===== config.mk =====
export PLATFORM = sky130hd
export DESIGN_NAME = http_response_body_extractor_flat
export DESIGN_NICKNAME = d
export VERILOG_FILES = /design/src/hdl/hrbe_pkg.sv /design/src/hdl/hrbe_ifs.sv /design/src/hdl/hrbe_front.sv /design/src/hdl/hrbe_fifo.sv /design/src/hdl/hrbe_back.sv /design/src/hdl/http_response_body_extractor.sv /design/src/flat_wrapper.sv
export SDC_FILE = /design/constraint.sdc
export NUM_CORES = 1
export LEC_CHECK = 0
export BUFFER_PORTS_ARGS = -buffer_cell sky130_fd_sc_hd__clkbuf_2
export CAP_MARGIN = 20
export CORE_UTILIZATION = 58
export DETAILED_ROUTE_END_ITERATION = 7
export PLACE_DENSITY = 0.78
export SLEW_MARGIN = 20
export SYNTH_ARGS = -nofsm -noshare
export SYNTH_HDL_FRONTEND = slang
export SYNTH_SLANG_ARGS = --single-unit

===== constraint.sdc =====
create_clock -name clk -period 4.9 [get_ports clk]
set_clock_uncertainty 0.05 [all_clocks]
set_input_delay 0.49 -clock clk [delete_from_list [all_inputs] [get_ports clk]]
set_output_delay 0.49 -clock clk [all_outputs]
set_load 0.01 [all_outputs]

===== src/hdl/hrbe_pkg.sv =====
package hrbe_pkg;

	localparam int LEN_BITS = 32;
	localparam int KEY_LEN  = 14;
	localparam int POS_BITS = 4;
	localparam int QDEPTH   = 4;
	localparam int QAW      = $clog2(QDEPTH);

	localparam logic [7:0] CH_LF    = 8'd10;
	localparam logic [7:0] CH_CR    = 8'd13;
	localparam logic [7:0] CH_SPACE = 8'd32;
	localparam logic [7:0] CH_TAB   = 8'd9;
	localparam logic [7:0] CH_COLON = 8'h3a;
	localparam logic [7:0] CH_PLUS  = 8'h2b;
	localparam logic [7:0] CH_MINUS = 8'h2d;
	localparam logic [7:0] CH_ZERO  = 8'h30;
	localparam logic [7:0] CH_NINE  = 8'h39;
	localparam logic [7:0] CH_UP_A  = 8'h41;
	localparam logic [7:0] CH_UP_Z  = 8'h5a;
	localparam logic [7:0] CASE_GAP = 8'h20;

	localparam logic [1:0] STATUS_DIGITS = 2'd3;

	typedef struct packed {
		logic [7:0] raw;
		logic [7:0] low;
		logic [3:0] digit;
		logic       ws;
		logic       is_digit;
		logic       cr;
		logic       lf;
		logic       colon;
		logic       plus;
		logic       minus;
	} cls_t;

	typedef struct packed {
		logic       body_valid;
		logic [7:0] body_byte;
		logic       body_last;
		logic       parse_error;
	} res_t;

	function automatic logic [7:0] key_char(input logic [POS_BITS-1:0] pos);
		logic [7:0] c;
		case (pos)
			4'd0:    c = "c";
			4'd1:    c = "o";
			4'd2:    c = "n";
			4'd3:    c = "t";
			4'd4:    c = "e";
			4'd5:    c = "n";
			4'd6:    c = "t";
			4'd7:    c = "-";
			4'd8:    c = "l";
			4'd9:    c = "e";
			4'd10:   c = "n";
			4'd11:   c = "g";
			4'd12:   c = "t";
			4'd13:   c = "h";
			default: c = 8'h00;
		endcase
		return c;
	endfunction

endpackage


===== src/hdl/hrbe_ifs.sv =====
interface hrbe_in_if;
	logic       valid;
	logic       ready;
	logic [7:0] byte_in;

	modport source (output valid, output byte_in, input ready);
	modport sink (input valid, input byte_in, output ready);
endinterface

interface hrbe_out_if;
	logic       valid;
	logic       ready;
	logic       body_valid;
	logic [7:0] body_byte;
	logic       body_last;
	logic       parse_error;

	modport source (output valid, output body_valid, output body_byte, output body_last,
		output parse_error, input ready);
	modport sink (input valid, input body_valid, input body_byte, input body_last,
		input parse_error, output ready);
endinterface


===== src/hdl/hrbe_front.sv =====
module hrbe_front (
	hrbe_in_if.sink       rx,
	input  logic          full,
	output logic          push,
	output hrbe_pkg::cls_t word
);

	logic [7:0] b;

	assign b       = rx.byte_in;
	assign rx.ready = !full;
	assign push    = rx.valid && !full;

	always_comb begin
		word.raw      = b;
		word.low      = (b >= hrbe_pkg::CH_UP_A && b <= hrbe_pkg::CH_UP_Z) ?
			b + hrbe_pkg::CASE_GAP : b;
		word.digit    = 4'(b - hrbe_pkg::CH_ZERO);
		word.ws       = (b >= hrbe_pkg::CH_TAB && b <= hrbe_pkg::CH_CR) ||
			b == hrbe_pkg::CH_SPACE;
		word.is_digit = b >= hrbe_pkg::CH_ZERO && b <= hrbe_pkg::CH_NINE;
		word.cr       = b == hrbe_pkg::CH_CR;
		word.lf       = b == hrbe_pkg::CH_LF;
		word.colon    = b == hrbe_pkg::CH_COLON;
		word.plus     = b == hrbe_pkg::CH_PLUS;
		word.minus    = b == hrbe_pkg::CH_MINUS;
	end

endmodule


===== src/hdl/hrbe_fifo.sv =====
module hrbe_fifo (
	input  logic           clk,
	input  logic           arst_n,
	input  logic           push,
	input  hrbe_pkg::cls_t wdata,
	output logic           full,
	input  logic           pop,
	output logic           rvalid,
	output hrbe_pkg::cls_t rdata
);

	hrbe_pkg::cls_t                mem_q [hrbe_pkg::QDEPTH];
	logic [hrbe_pkg::QAW-1:0]      wptr_q;
	logic [hrbe_pkg::QAW-1:0]      rptr_q;
	logic [hrbe_pkg::QAW:0]        count_q;

	assign full   = count_q == (hrbe_pkg::QAW+1)'(hrbe_pkg::QDEPTH);
	assign rvalid = count_q != '0;
	assign rdata  = mem_q[rptr_q];

	always_ff @(posedge clk) begin
		if (push) begin
			mem_q[wptr_q] <= wdata;
		end
	end

	always_ff @(posedge clk or negedge arst_n) begin
		if (!arst_n) begin
			wptr_q  <= '0;
			rptr_q  <= '0;
			count_q <= '0;
		end else begin
			if (push) begin
				wptr_q <= wptr_q + 1'b1;
			end
			if (pop) begin
				rptr_q <= rptr_q + 1'b1;
			end
			if (push && !pop) begin
				count_q <= count_q + 1'b1;
			end else if (pop && !push) begin
				count_q <= count_q - 1'b1;
			end
		end
	end

endmodule


===== src/hdl/hrbe_back.sv =====
module hrbe_back (
	input  logic           clk,
	input  logic           arst_n,
	input  logic           word_valid,
	input  hrbe_pkg::cls_t word,
	output logic           pop,
	hrbe_out_if.source     tx
);

	localparam int LB = hrbe_pkg::LEN_BITS;
	localparam int PB = hrbe_pkg::POS_BITS;

	typedef enum logic [3:0] {
		PH_WAIT_WS, PH_CODE, PH_TEXT, PH_HDR_BEGIN, PH_NAME,
		PH_SKIP, PH_VALUE, PH_BODY, PH_DONE, PH_ERROR
	} phase_t;

	phase_t         phase_q, phase_n;
	logic [1:0]     digits_q, digits_n;
	logic [PB-1:0]  pos_q, pos_n;
	logic           mis_q, mis_n;
	logic [LB-1:0]  acc_q, acc_n;
	logic           started_q, started_n;
	logic           neg_q, neg_n;
	logic           stop_q, stop_n;
	logic [LB-1:0]  remain_q, remain_n;
	hrbe_pkg::res_t res_q, res_n;
	logic           res_valid_q;

	logic           fresh;
	logic [LB-1:0]  acc_base;
	logic           st_base, neg_base, stop_base;
	logic [LB+3:0]  wide;
	logic [LB-1:0]  acc_dig;
	logic [LB-1:0]  vf_acc;
	logic           vf_st, vf_neg, vf_stop;
	logic [PB-1:0]  pos_base, nf_pos;
	logic           mis_base, nf_mis;
	logic           key_hit;

	assign pop = word_valid && (!res_valid_q || tx.ready);

	// value digit accumulate, saturating
	always_comb begin
		fresh     = phase_q == PH_SKIP;
		acc_base  = fresh ? '0 : acc_q;
		st_base   = fresh ? 1'b0 : started_q;
		neg_base  = fresh ? 1'b0 : neg_q;
		stop_base = fresh ? 1'b0 : stop_q;
		wide      = {1'b0, acc_base, 3'b000} + {3'b000, acc_base, 1'b0} +
			{(LB)'(0), word.digit};
		acc_dig   = (|wide[LB+3:LB]) ? '1 : wide[LB-1:0];
		vf_acc    = acc_base;
		vf_st     = st_base;
		vf_neg    = neg_base;
		vf_stop   = stop_base;
		if (!stop_base) begin
			vf_st = 1'b1;
			if (!st_base && (word.plus || word.minus)) begin
				vf_neg = neg_base | word.minus;
			end else if (word.is_digit) begin
				vf_acc = acc_dig;
			end else begin
				vf_stop = 1'b1;
			end
		end
	end

	// header name compare
	always_comb begin
		pos_base = (phase_q == PH_HDR_BEGIN) ? '0 : pos_q;
		mis_base = (phase_q == PH_HDR_BEGIN) ? 1'b0 : mis_q;
		nf_pos   = pos_base;
		nf_mis   = mis_base;
		if (pos_base >= PB'(hrbe_pkg::KEY_LEN)) begin
			nf_mis = 1'b1;
		end else begin
			if (hrbe_pkg::key_char(pos_base) != word.low) begin
				nf_mis = 1'b1;
			end
			nf_pos = pos_base + 1'b1;
		end
		key_hit = !mis_q && pos_q == PB'(hrbe_pkg::KEY_LEN);
	end

	always_comb begin
		phase_n   = phase_q;
		digits_n  = digits_q;
		pos_n     = pos_q;
		mis_n     = mis_q;
		acc_n     = acc_q;
		started_n = started_q;
		neg_n     = neg_q;
		stop_n    = stop_q;
		remain_n  = remain_q;
		res_n     = '0;
		case (phase_q)
			PH_WAIT_WS: begin
				if (word.ws) begin
					digits_n = '0;
					phase_n  = PH_CODE;
				end
			end
			PH_CODE: begin
				if (digits_q != hrbe_pkg::STATUS_DIGITS) begin
					if (word.is_digit) begin
						digits_n = digits_q + 1'b1;
					end else begin
						phase_n = PH_ERROR;
					end
				end else begin
					phase_n = word.ws ? PH_TEXT : PH_ERROR;
				end
			end
			PH_TEXT: begin
				if (word.lf) begin
					phase_n = PH_HDR_BEGIN;
				end
			end
			PH_HDR_BEGIN, PH_NAME: begin
				if (phase_q == PH_HDR_BEGIN && word.cr) begin
					phase_n = PH_HDR_BEGIN;
				end else if (phase_q == PH_HDR_BEGIN && word.lf) begin
					phase_n = PH_BODY;
				end else if (word.colon) begin
					pos_n   = pos_base;
					mis_n   = mis_base;
					phase_n = PH_SKIP;
				end else begin
					pos_n   = nf_pos;
					mis_n   = nf_mis;
					phase_n = PH_NAME;
				end
			end
			PH_SKIP: begin
				if (!word.ws) begin
					acc_n     = vf_acc;
					started_n = vf_st;
					neg_n     = vf_neg;
					stop_n    = vf_stop;
					phase_n   = PH_VALUE;
				end
			end
			PH_VALUE: begin
				if (word.lf) begin
					if (key_hit) begin
						remain_n = neg_q ? '0 : acc_q;
					end
					phase_n = PH_HDR_BEGIN;
				end else begin
					acc_n     = vf_acc;
					started_n = vf_st;
					neg_n     = vf_neg;
					stop_n    = vf_stop;
				end
			end
			PH_BODY: begin
				res_n.body_valid = 1'b1;
				res_n.body_byte  = word.raw;
				if (remain_q <= LB'(1)) begin
					remain_n        = '0;
					res_n.body_last = 1'b1;
					phase_n         = PH_DONE;
				end else begin
					remain_n = remain_q - 1'b1;
				end
			end
			PH_DONE: begin
				phase_n = PH_DONE;
			end
			default: begin
				phase_n = PH_ERROR;
			end
		endcase
		res_n.parse_error = phase_n == PH_ERROR;
	end

	always_ff @(posedge clk or negedge arst_n) begin
		if (!arst_n) begin
			phase_q     <= PH_WAIT_WS;
			digits_q    <= '0;
			pos_q       <= '0;
			mis_q       <= 1'b0;
			acc_q       <= '0;
			started_q   <= 1'b0;
			neg_q       <= 1'b0;
			stop_q      <= 1'b0;
			remain_q    <= '0;
			res_valid_q <= 1'b0;
		end else begin
			if (pop) begin
				phase_q     <= phase_n;
				digits_q    <= digits_n;
				pos_q       <= pos_n;
				mis_q       <= mis_n;
				acc_q       <= acc_n;
				started_q   <= started_n;
				neg_q       <= neg_n;
				stop_q      <= stop_n;
				remain_q    <= remain_n;
				res_valid_q <= 1'b1;
			end else if (tx.ready) begin
				res_valid_q <= 1'b0;
			end
		end
	end

	always_ff @(posedge clk) begin
		if (pop) begin
			res_q <= res_n;
		end
	end

	assign tx.valid       = res_valid_q;
	assign tx.body_valid  = res_q.body_valid;
	assign tx.body_byte   = res_q.body_byte;
	assign tx.body_last   = res_q.body_last;
	assign tx.parse_error = res_q.parse_error;

`ifndef NO_ASSERTIONS
	a_last_is_body: assert property (@(posedge clk) disable iff (!arst_n)
		res_valid_q && res_q.body_last |-> res_q.body_valid)
		else $error("last flag without body byte");
	a_error_sticky: assert property (@(posedge clk) disable iff (!arst_n)
		phase_q == PH_ERROR |=> phase_q == PH_ERROR)
		else $error("error phase left");
	a_done_sticky: assert property (@(posedge clk) disable iff (!arst_n)
		phase_q == PH_DONE |=> phase_q == PH_DONE)
		else $error("done phase left");
	a_count_down: assert property (@(posedge clk) disable iff (!arst_n)
		pop && phase_q == PH_BODY && remain_q > LB'(1) |=>
		remain_q == $past(remain_q) - LB'(1))
		else $error("body count not decremented");
`endif

endmodule


===== src/hdl/http_response_body_extractor.sv =====
// channel | dir | payload                                          | handshake
// rx      | in  | byte_in[7:0]                                     | valid/ready
// tx      | out | body_valid, body_byte[7:0], body_last, parse_error | valid/ready
//
// One word in, one result out; sustained rate one word per cycle while tx is ready.
// An accepted rx word passes through a 4-entry queue and then the result register to tx.
// The parser state and result register update once per popped word.
// Reset (arst_n low) clears the queue and parser; the block is ready at once.
// rx stalls only when the queue is full; tx stalls hold the result register.
module http_response_body_extractor (
	input logic        clk,
	input logic        arst_n,
	hrbe_in_if.sink    rx,
	hrbe_out_if.source tx
);

	hrbe_pkg::cls_t push_word;
	hrbe_pkg::cls_t pop_word;
	logic           push;
	logic           full;
	logic           pop;
	logic           rvalid;

	hrbe_front u_front (
		.rx   (rx),
		.full (full),
		.push (push),
		.word (push_word)
	);

	hrbe_fifo u_fifo (
		.clk    (clk),
		.arst_n (arst_n),
		.push   (push),
		.wdata  (push_word),
		.full   (full),
		.pop    (pop),
		.rvalid (rvalid),
		.rdata  (pop_word)
	);

	hrbe_back u_back (
		.clk        (clk),
		.arst_n     (arst_n),
		.word_valid (rvalid),
		.word       (pop_word),
		.pop        (pop),
		.tx         (tx)
	);

endmodule


===== src/flat_wrapper.sv =====
// flat-port wrapper written by rule: the top's interface ports become plain ports
module http_response_body_extractor_flat 
  (clk, arst_n, rx_valid, rx_byte_in, rx_ready, tx_valid, tx_body_valid, tx_body_byte, tx_body_last, tx_parse_error, tx_ready);
  hrbe_in_if rx_i ();
  hrbe_out_if tx_i ();
  input logic clk;
  input logic arst_n;
  input wire logic [$bits(rx_i.valid)-1:0] rx_valid;
  input wire logic [$bits(rx_i.byte_in)-1:0] rx_byte_in;
  output wire logic [$bits(rx_i.ready)-1:0] rx_ready;
  output wire logic [$bits(tx_i.valid)-1:0] tx_valid;
  output wire logic [$bits(tx_i.body_valid)-1:0] tx_body_valid;
  output wire logic [$bits(tx_i.body_byte)-1:0] tx_body_byte;
  output wire logic [$bits(tx_i.body_last)-1:0] tx_body_last;
  output wire logic [$bits(tx_i.parse_error)-1:0] tx_parse_error;
  input wire logic [$bits(tx_i.ready)-1:0] tx_ready;
  assign rx_i.valid = rx_valid;
  assign rx_i.byte_in = rx_byte_in;
  assign rx_ready = rx_i.ready;
  assign tx_valid = tx_i.valid;
  assign tx_body_valid = tx_i.body_valid;
  assign tx_body_byte = tx_i.body_byte;
  assign tx_body_last = tx_i.body_last;
  assign tx_parse_error = tx_i.parse_error;
  assign tx_i.ready = tx_ready;
  http_response_body_extractor u_core (.clk(clk), .arst_n(arst_n), .rx(rx_i), .tx(tx_i));
endmodule

==> run_results.csv <==
group,metric,value,unit
global_route,grt_use_met3,5.70,%
routing,wl_per_cell,19.1,µm
clocking,postCtsSetupRepairBufs,0,
global_route,grt_busiest_layer,"met1",
clocking,path_clk_slew,0.07,ns
logic_synthesis,syn_area,10600,µm²
global_route,grt_util_met1,42.2,%
routing,dr.pass1.iters,5,
timing,period_share,93.6,%
timing,finalSetupTns,0,ns
routing,vias,8608,
timing,finalSetupViolations,0,
worst_hold_path,holdCritPathClass,"in2reg",
worst_hold_path,worstHoldEndpoint,"u_core.u_back.tx.valid$_DFFE_PN0P_",
placement,place_congestion,0.916,
clocking,postCtsHoldBufs,1,
setup_path,start_kind,"register",
final_layout,final_cells,1318,
die,die_width,137,µm
logic_synthesis,avgSynthCellArea,9.82,µm²
global_route,met2_usage,39.8,%
routing,drt_iter0_drc,753,
final_layout,multi_input_area,5540,µm²
final_layout,finalNetCount,1170,
clocking,cts_tree,"yes",
final_layout,diodes,0,
global_route,grt_pass1_wl,39700,µm
die,die_height,137,µm
die,die_area,18800,µm²
logic_synthesis,ys_types,72,
setup_path,reg2reg_depth,14,
timing,max_freq,218,MHz
setup_path,worst-path-max-fanout,32,
flow_run,maxCapViolations,0,
placement,place_area,10800,µm²
worst_hold_path,min_from,"tx_ready",
timing,tightest_slew,1.00,ns
die,core-area,17900,µm²
logic_synthesis,synthArstFlopShare,50.9,%
clocking,h-tree-depth,4,
setup_path,cp-end-kind,"register",
final_layout,nFillCells,1429,
timing,finalMaxSlewViolations,0,
setup_path,required,5.13,ns
final_layout,regArea,4640,µm²
setup_path,cp.arrival,4.81,ns
timing,slew_headroom,33.3,%
logic_synthesis,synth_nets,1172,
logic_synthesis,synth_seq_cells,169,
global_route,grt_use_total,27.7,%
final_layout,layout_commonest_cell,"a21oi_1",
pwr,power_density,347,nW/µm²
timing,min_period,4.59,ns
clocking,post_cts_resized,0,
routing,vias_per_cell,6.53,
final_layout,post-route-util,64.0,%
clocking,clock_path_buffers,2,
pwr,leakagePower,4.64,nW
final_layout,final_cell_mix,"105 x a21oi_1, 100 x o21ai_0, 86 x dfrtp_1",
die,io_pins,25,
clocking,numCtsBuffers,17,
clocking,cts.sinks,169,
setup_path,r2r-end,"u_core.u_back.acc_q[28]$_DFFE_PN0P_",
placement,dp.cells,1285,
timing,whs,0.258,ns
logic_synthesis,yosys_warnings,0,
clocking,cts_root_buf,"clkbuf_16",
setup_path,rrSetupSlack,0.31,ns
final_layout,fin_area,11500,µm²
routing,drc_errors,0,
worst_hold_path,min_path_cells,4,
setup_path,reg2reg_from,"u_core.u_fifo.rptr_q[0]$_DFFE_PN0P_",
die,core.rowCount,49,
final_layout,drive_above_1_share,9.37,%
global_route,grt_antenna_before_repair,0,
global_route,grt-ovfl-total,0,
routing,routed_wl,25100,µm
pwr,ir_drop,377,µV
logic_synthesis,ys.flop_type,"dfrtp_1",
global_route,grt_max_degree,65,
logic_synthesis,syn_inst,1078,
timing,hold_viol,0,
placement,hpwl,17500,µm
final_layout,area.growth.synth_to_final,8.19,%
setup_path,crit_type,"reg2reg",
logic_synthesis,ys_seq_area_share,43.9,%
die,start_util,59.1,%
routing,antenna_left,0,
logic_synthesis,synth_edf_count,83,
timing,rsz0062_at_grt,"no",
status,status,"finished clean",
placement,io_buffers,24,
global_route,first_global_vias,7582,
clocking,insertion_delay,0.44,ns
worst max-delay path, stage by stage (launching register included):
cell,delay [ns]
dfrtp_1,0.55
mux4_2,0.62
ha_1,0.33
ha_1,0.21
inv_1,0.08
fa_1,0.40
nand2b_1,0.18
a21o_1,0.19
a211o_1,0.35
a211oi_2,0.26
nor4_1,0.09
or4_4,0.50
o21ai_4,0.12
buf_4,0.33
a41oi_1,0.17
final cells by class:
| class | count | area share (%) |
|---|---|---|
| clock buffer | 17 | 3.71 |
| clock inverter | 15 | 1.54 |
| inverter | 40 | 1.31 |
| multi-input combinational | 810 | 48.4 |
| sequential | 169 | 40.6 |
| tap | 229 | 2.50 |
| timing repair buffer | 38 | 2.01 |
worst max-delay path by stage:
stage / startpoint / to / cells past startpoint
3_3_place_gp: u_core.u_fifo.rptr_q[0]$_DFFE_PN0P_ / u_core.u_back.acc_q[28]$_DFFE_PN0P_ / 14
2_1_floorplan: u_core.u_fifo.rptr_q[0]$_DFFE_PN0P_ / u_core.u_back.acc_q[29]$_DFFE_PN0P_ / 16
6_report: u_core.u_fifo.rptr_q[0]$_DFFE_PN0P_ / u_core.u_back.acc_q[28]$_DFFE_PN0P_ / 14
5_1_grt: u_core.u_fifo.rptr_q[0]$_DFFE_PN0P_ / u_core.u_back.acc_q[31]$_DFFE_PN0P_ / 14
4_1_cts: u_core.u_fifo.rptr_q[0]$_DFFE_PN0P_ / u_core.u_back.acc_q[28]$_DFFE_PN0P_ / 14
3_5_place_dp: u_core.u_fifo.rptr_q[0]$_DFFE_PN0P_ / u_core.u_back.acc_q[28]$_DFFE_PN0P_ / 14
sequential cells by signal, summed over array words and instances, names as in the netlist, 2 cells and up:
register and flops:
u_core.u_back.acc_q 32, u_core.u_back.digits_q 2, u_core.u_back.phase_q 4, u_core.u_back.pos_q 4
u_core.u_back.remain_q 32, u_core.u_back.tx.body_byte 8, u_core.u_fifo.count_q 3, u_core.u_fifo.mem_q 72
u_core.u_fifo.rptr_q 2, u_core.u_fifo.wptr_q 2
metal layers:
layer	vias to the layer above	routed length (µm)
met2	389	11100
met5	-	0
li1	4018	-
met3	39	2030
met1	4162	11600
met4	0	414
cells by family (layout without fill, tap and decap cells):
kind of cell             Yosys count  in the layout  synth area share (%)
adder cells (fa/ha/maj)           82             82                  9.83
AO/OA/AOI/OAI                    341            341                  19.8
flip-flops                       169            169                  43.9
XOR/XNOR                          40             40                  3.31
multiplexers                      24             24                  4.20
AND/OR/NAND/NOR                  323            323                  15.1
buffers and inverters             99            110                  3.90
cell usage after synthesis (3+ instances only):
| cell type | count | area (µm²) |
|---|---|---|
| a22o_1 | 3 | 26.3 |
| and3_1 | 10 | 62.6 |
| inv_1 | 39 | 146 |
| a311oi_1 | 3 | 26.3 |
| mux2_2 | 3 | 33.8 |
| o22ai_1 | 5 | 31.3 |
| a22oi_1 | 9 | 67.6 |
| a2111oi_0 | 3 | 26.3 |
| o21ai_0 | 100 | 500 |
| xor2_1 | 18 | 158 |
| a31oi_1 | 36 | 225 |
| or2_2 | 3 | 18.8 |
| nand2_1 | 75 | 282 |
| nor4_1 | 9 | 56.3 |
| nor3_1 | 28 | 140 |
| a21o_1 | 13 | 97.6 |
| or3_1 | 7 | 43.8 |
| nand4_1 | 11 | 68.8 |
| nor2b_1 | 4 | 25.0 |
| and2_1 | 46 | 288 |
| o21bai_1 | 3 | 22.5 |
| nand2b_1 | 8 | 50.1 |
| mux4_2 | 16 | 360 |
| clkbuf_1 | 49 | 184 |
| nand3b_1 | 4 | 30.0 |
| mux2i_1 | 5 | 50.1 |
| a41oi_1 | 7 | 61.3 |
| o211ai_1 | 8 | 60.1 |
| edfxtp_1 | 83 | 2490 |
| o21a_1 | 9 | 67.6 |
| nand3_1 | 21 | 105 |
| buf_2 | 3 | 15.0 |
| buf_6 | 5 | 56.3 |
| nor2_1 | 84 | 315 |
| ha_1 | 80 | 1000 |
| dfrtp_1 | 86 | 2150 |
| xnor2_1 | 22 | 193 |
| a21oi_1 | 105 | 526 |
| a211oi_1 | 5 | 37.5 |
| a32oi_1 | 10 | 87.6 |
through the flow:
stage / total power [mW] / setup slack (ns)
floorplan: 2.35 / 0.266
global placement: 2.58 / 0.487
detailed placement: 2.62 / 0.370
CTS: 3.99 / 0.311
global route: 4.15 / 0.0641
finish: 3.98 / 0.315
where the power goes:
part / internal (mW) / switching (mW)
Combinational: 0.329 / 0.498
Sequential: 1.68 / 0.0947
Clock: 0.731 / 0.641
Note: power is estimated with default switching activity, not from simulation.
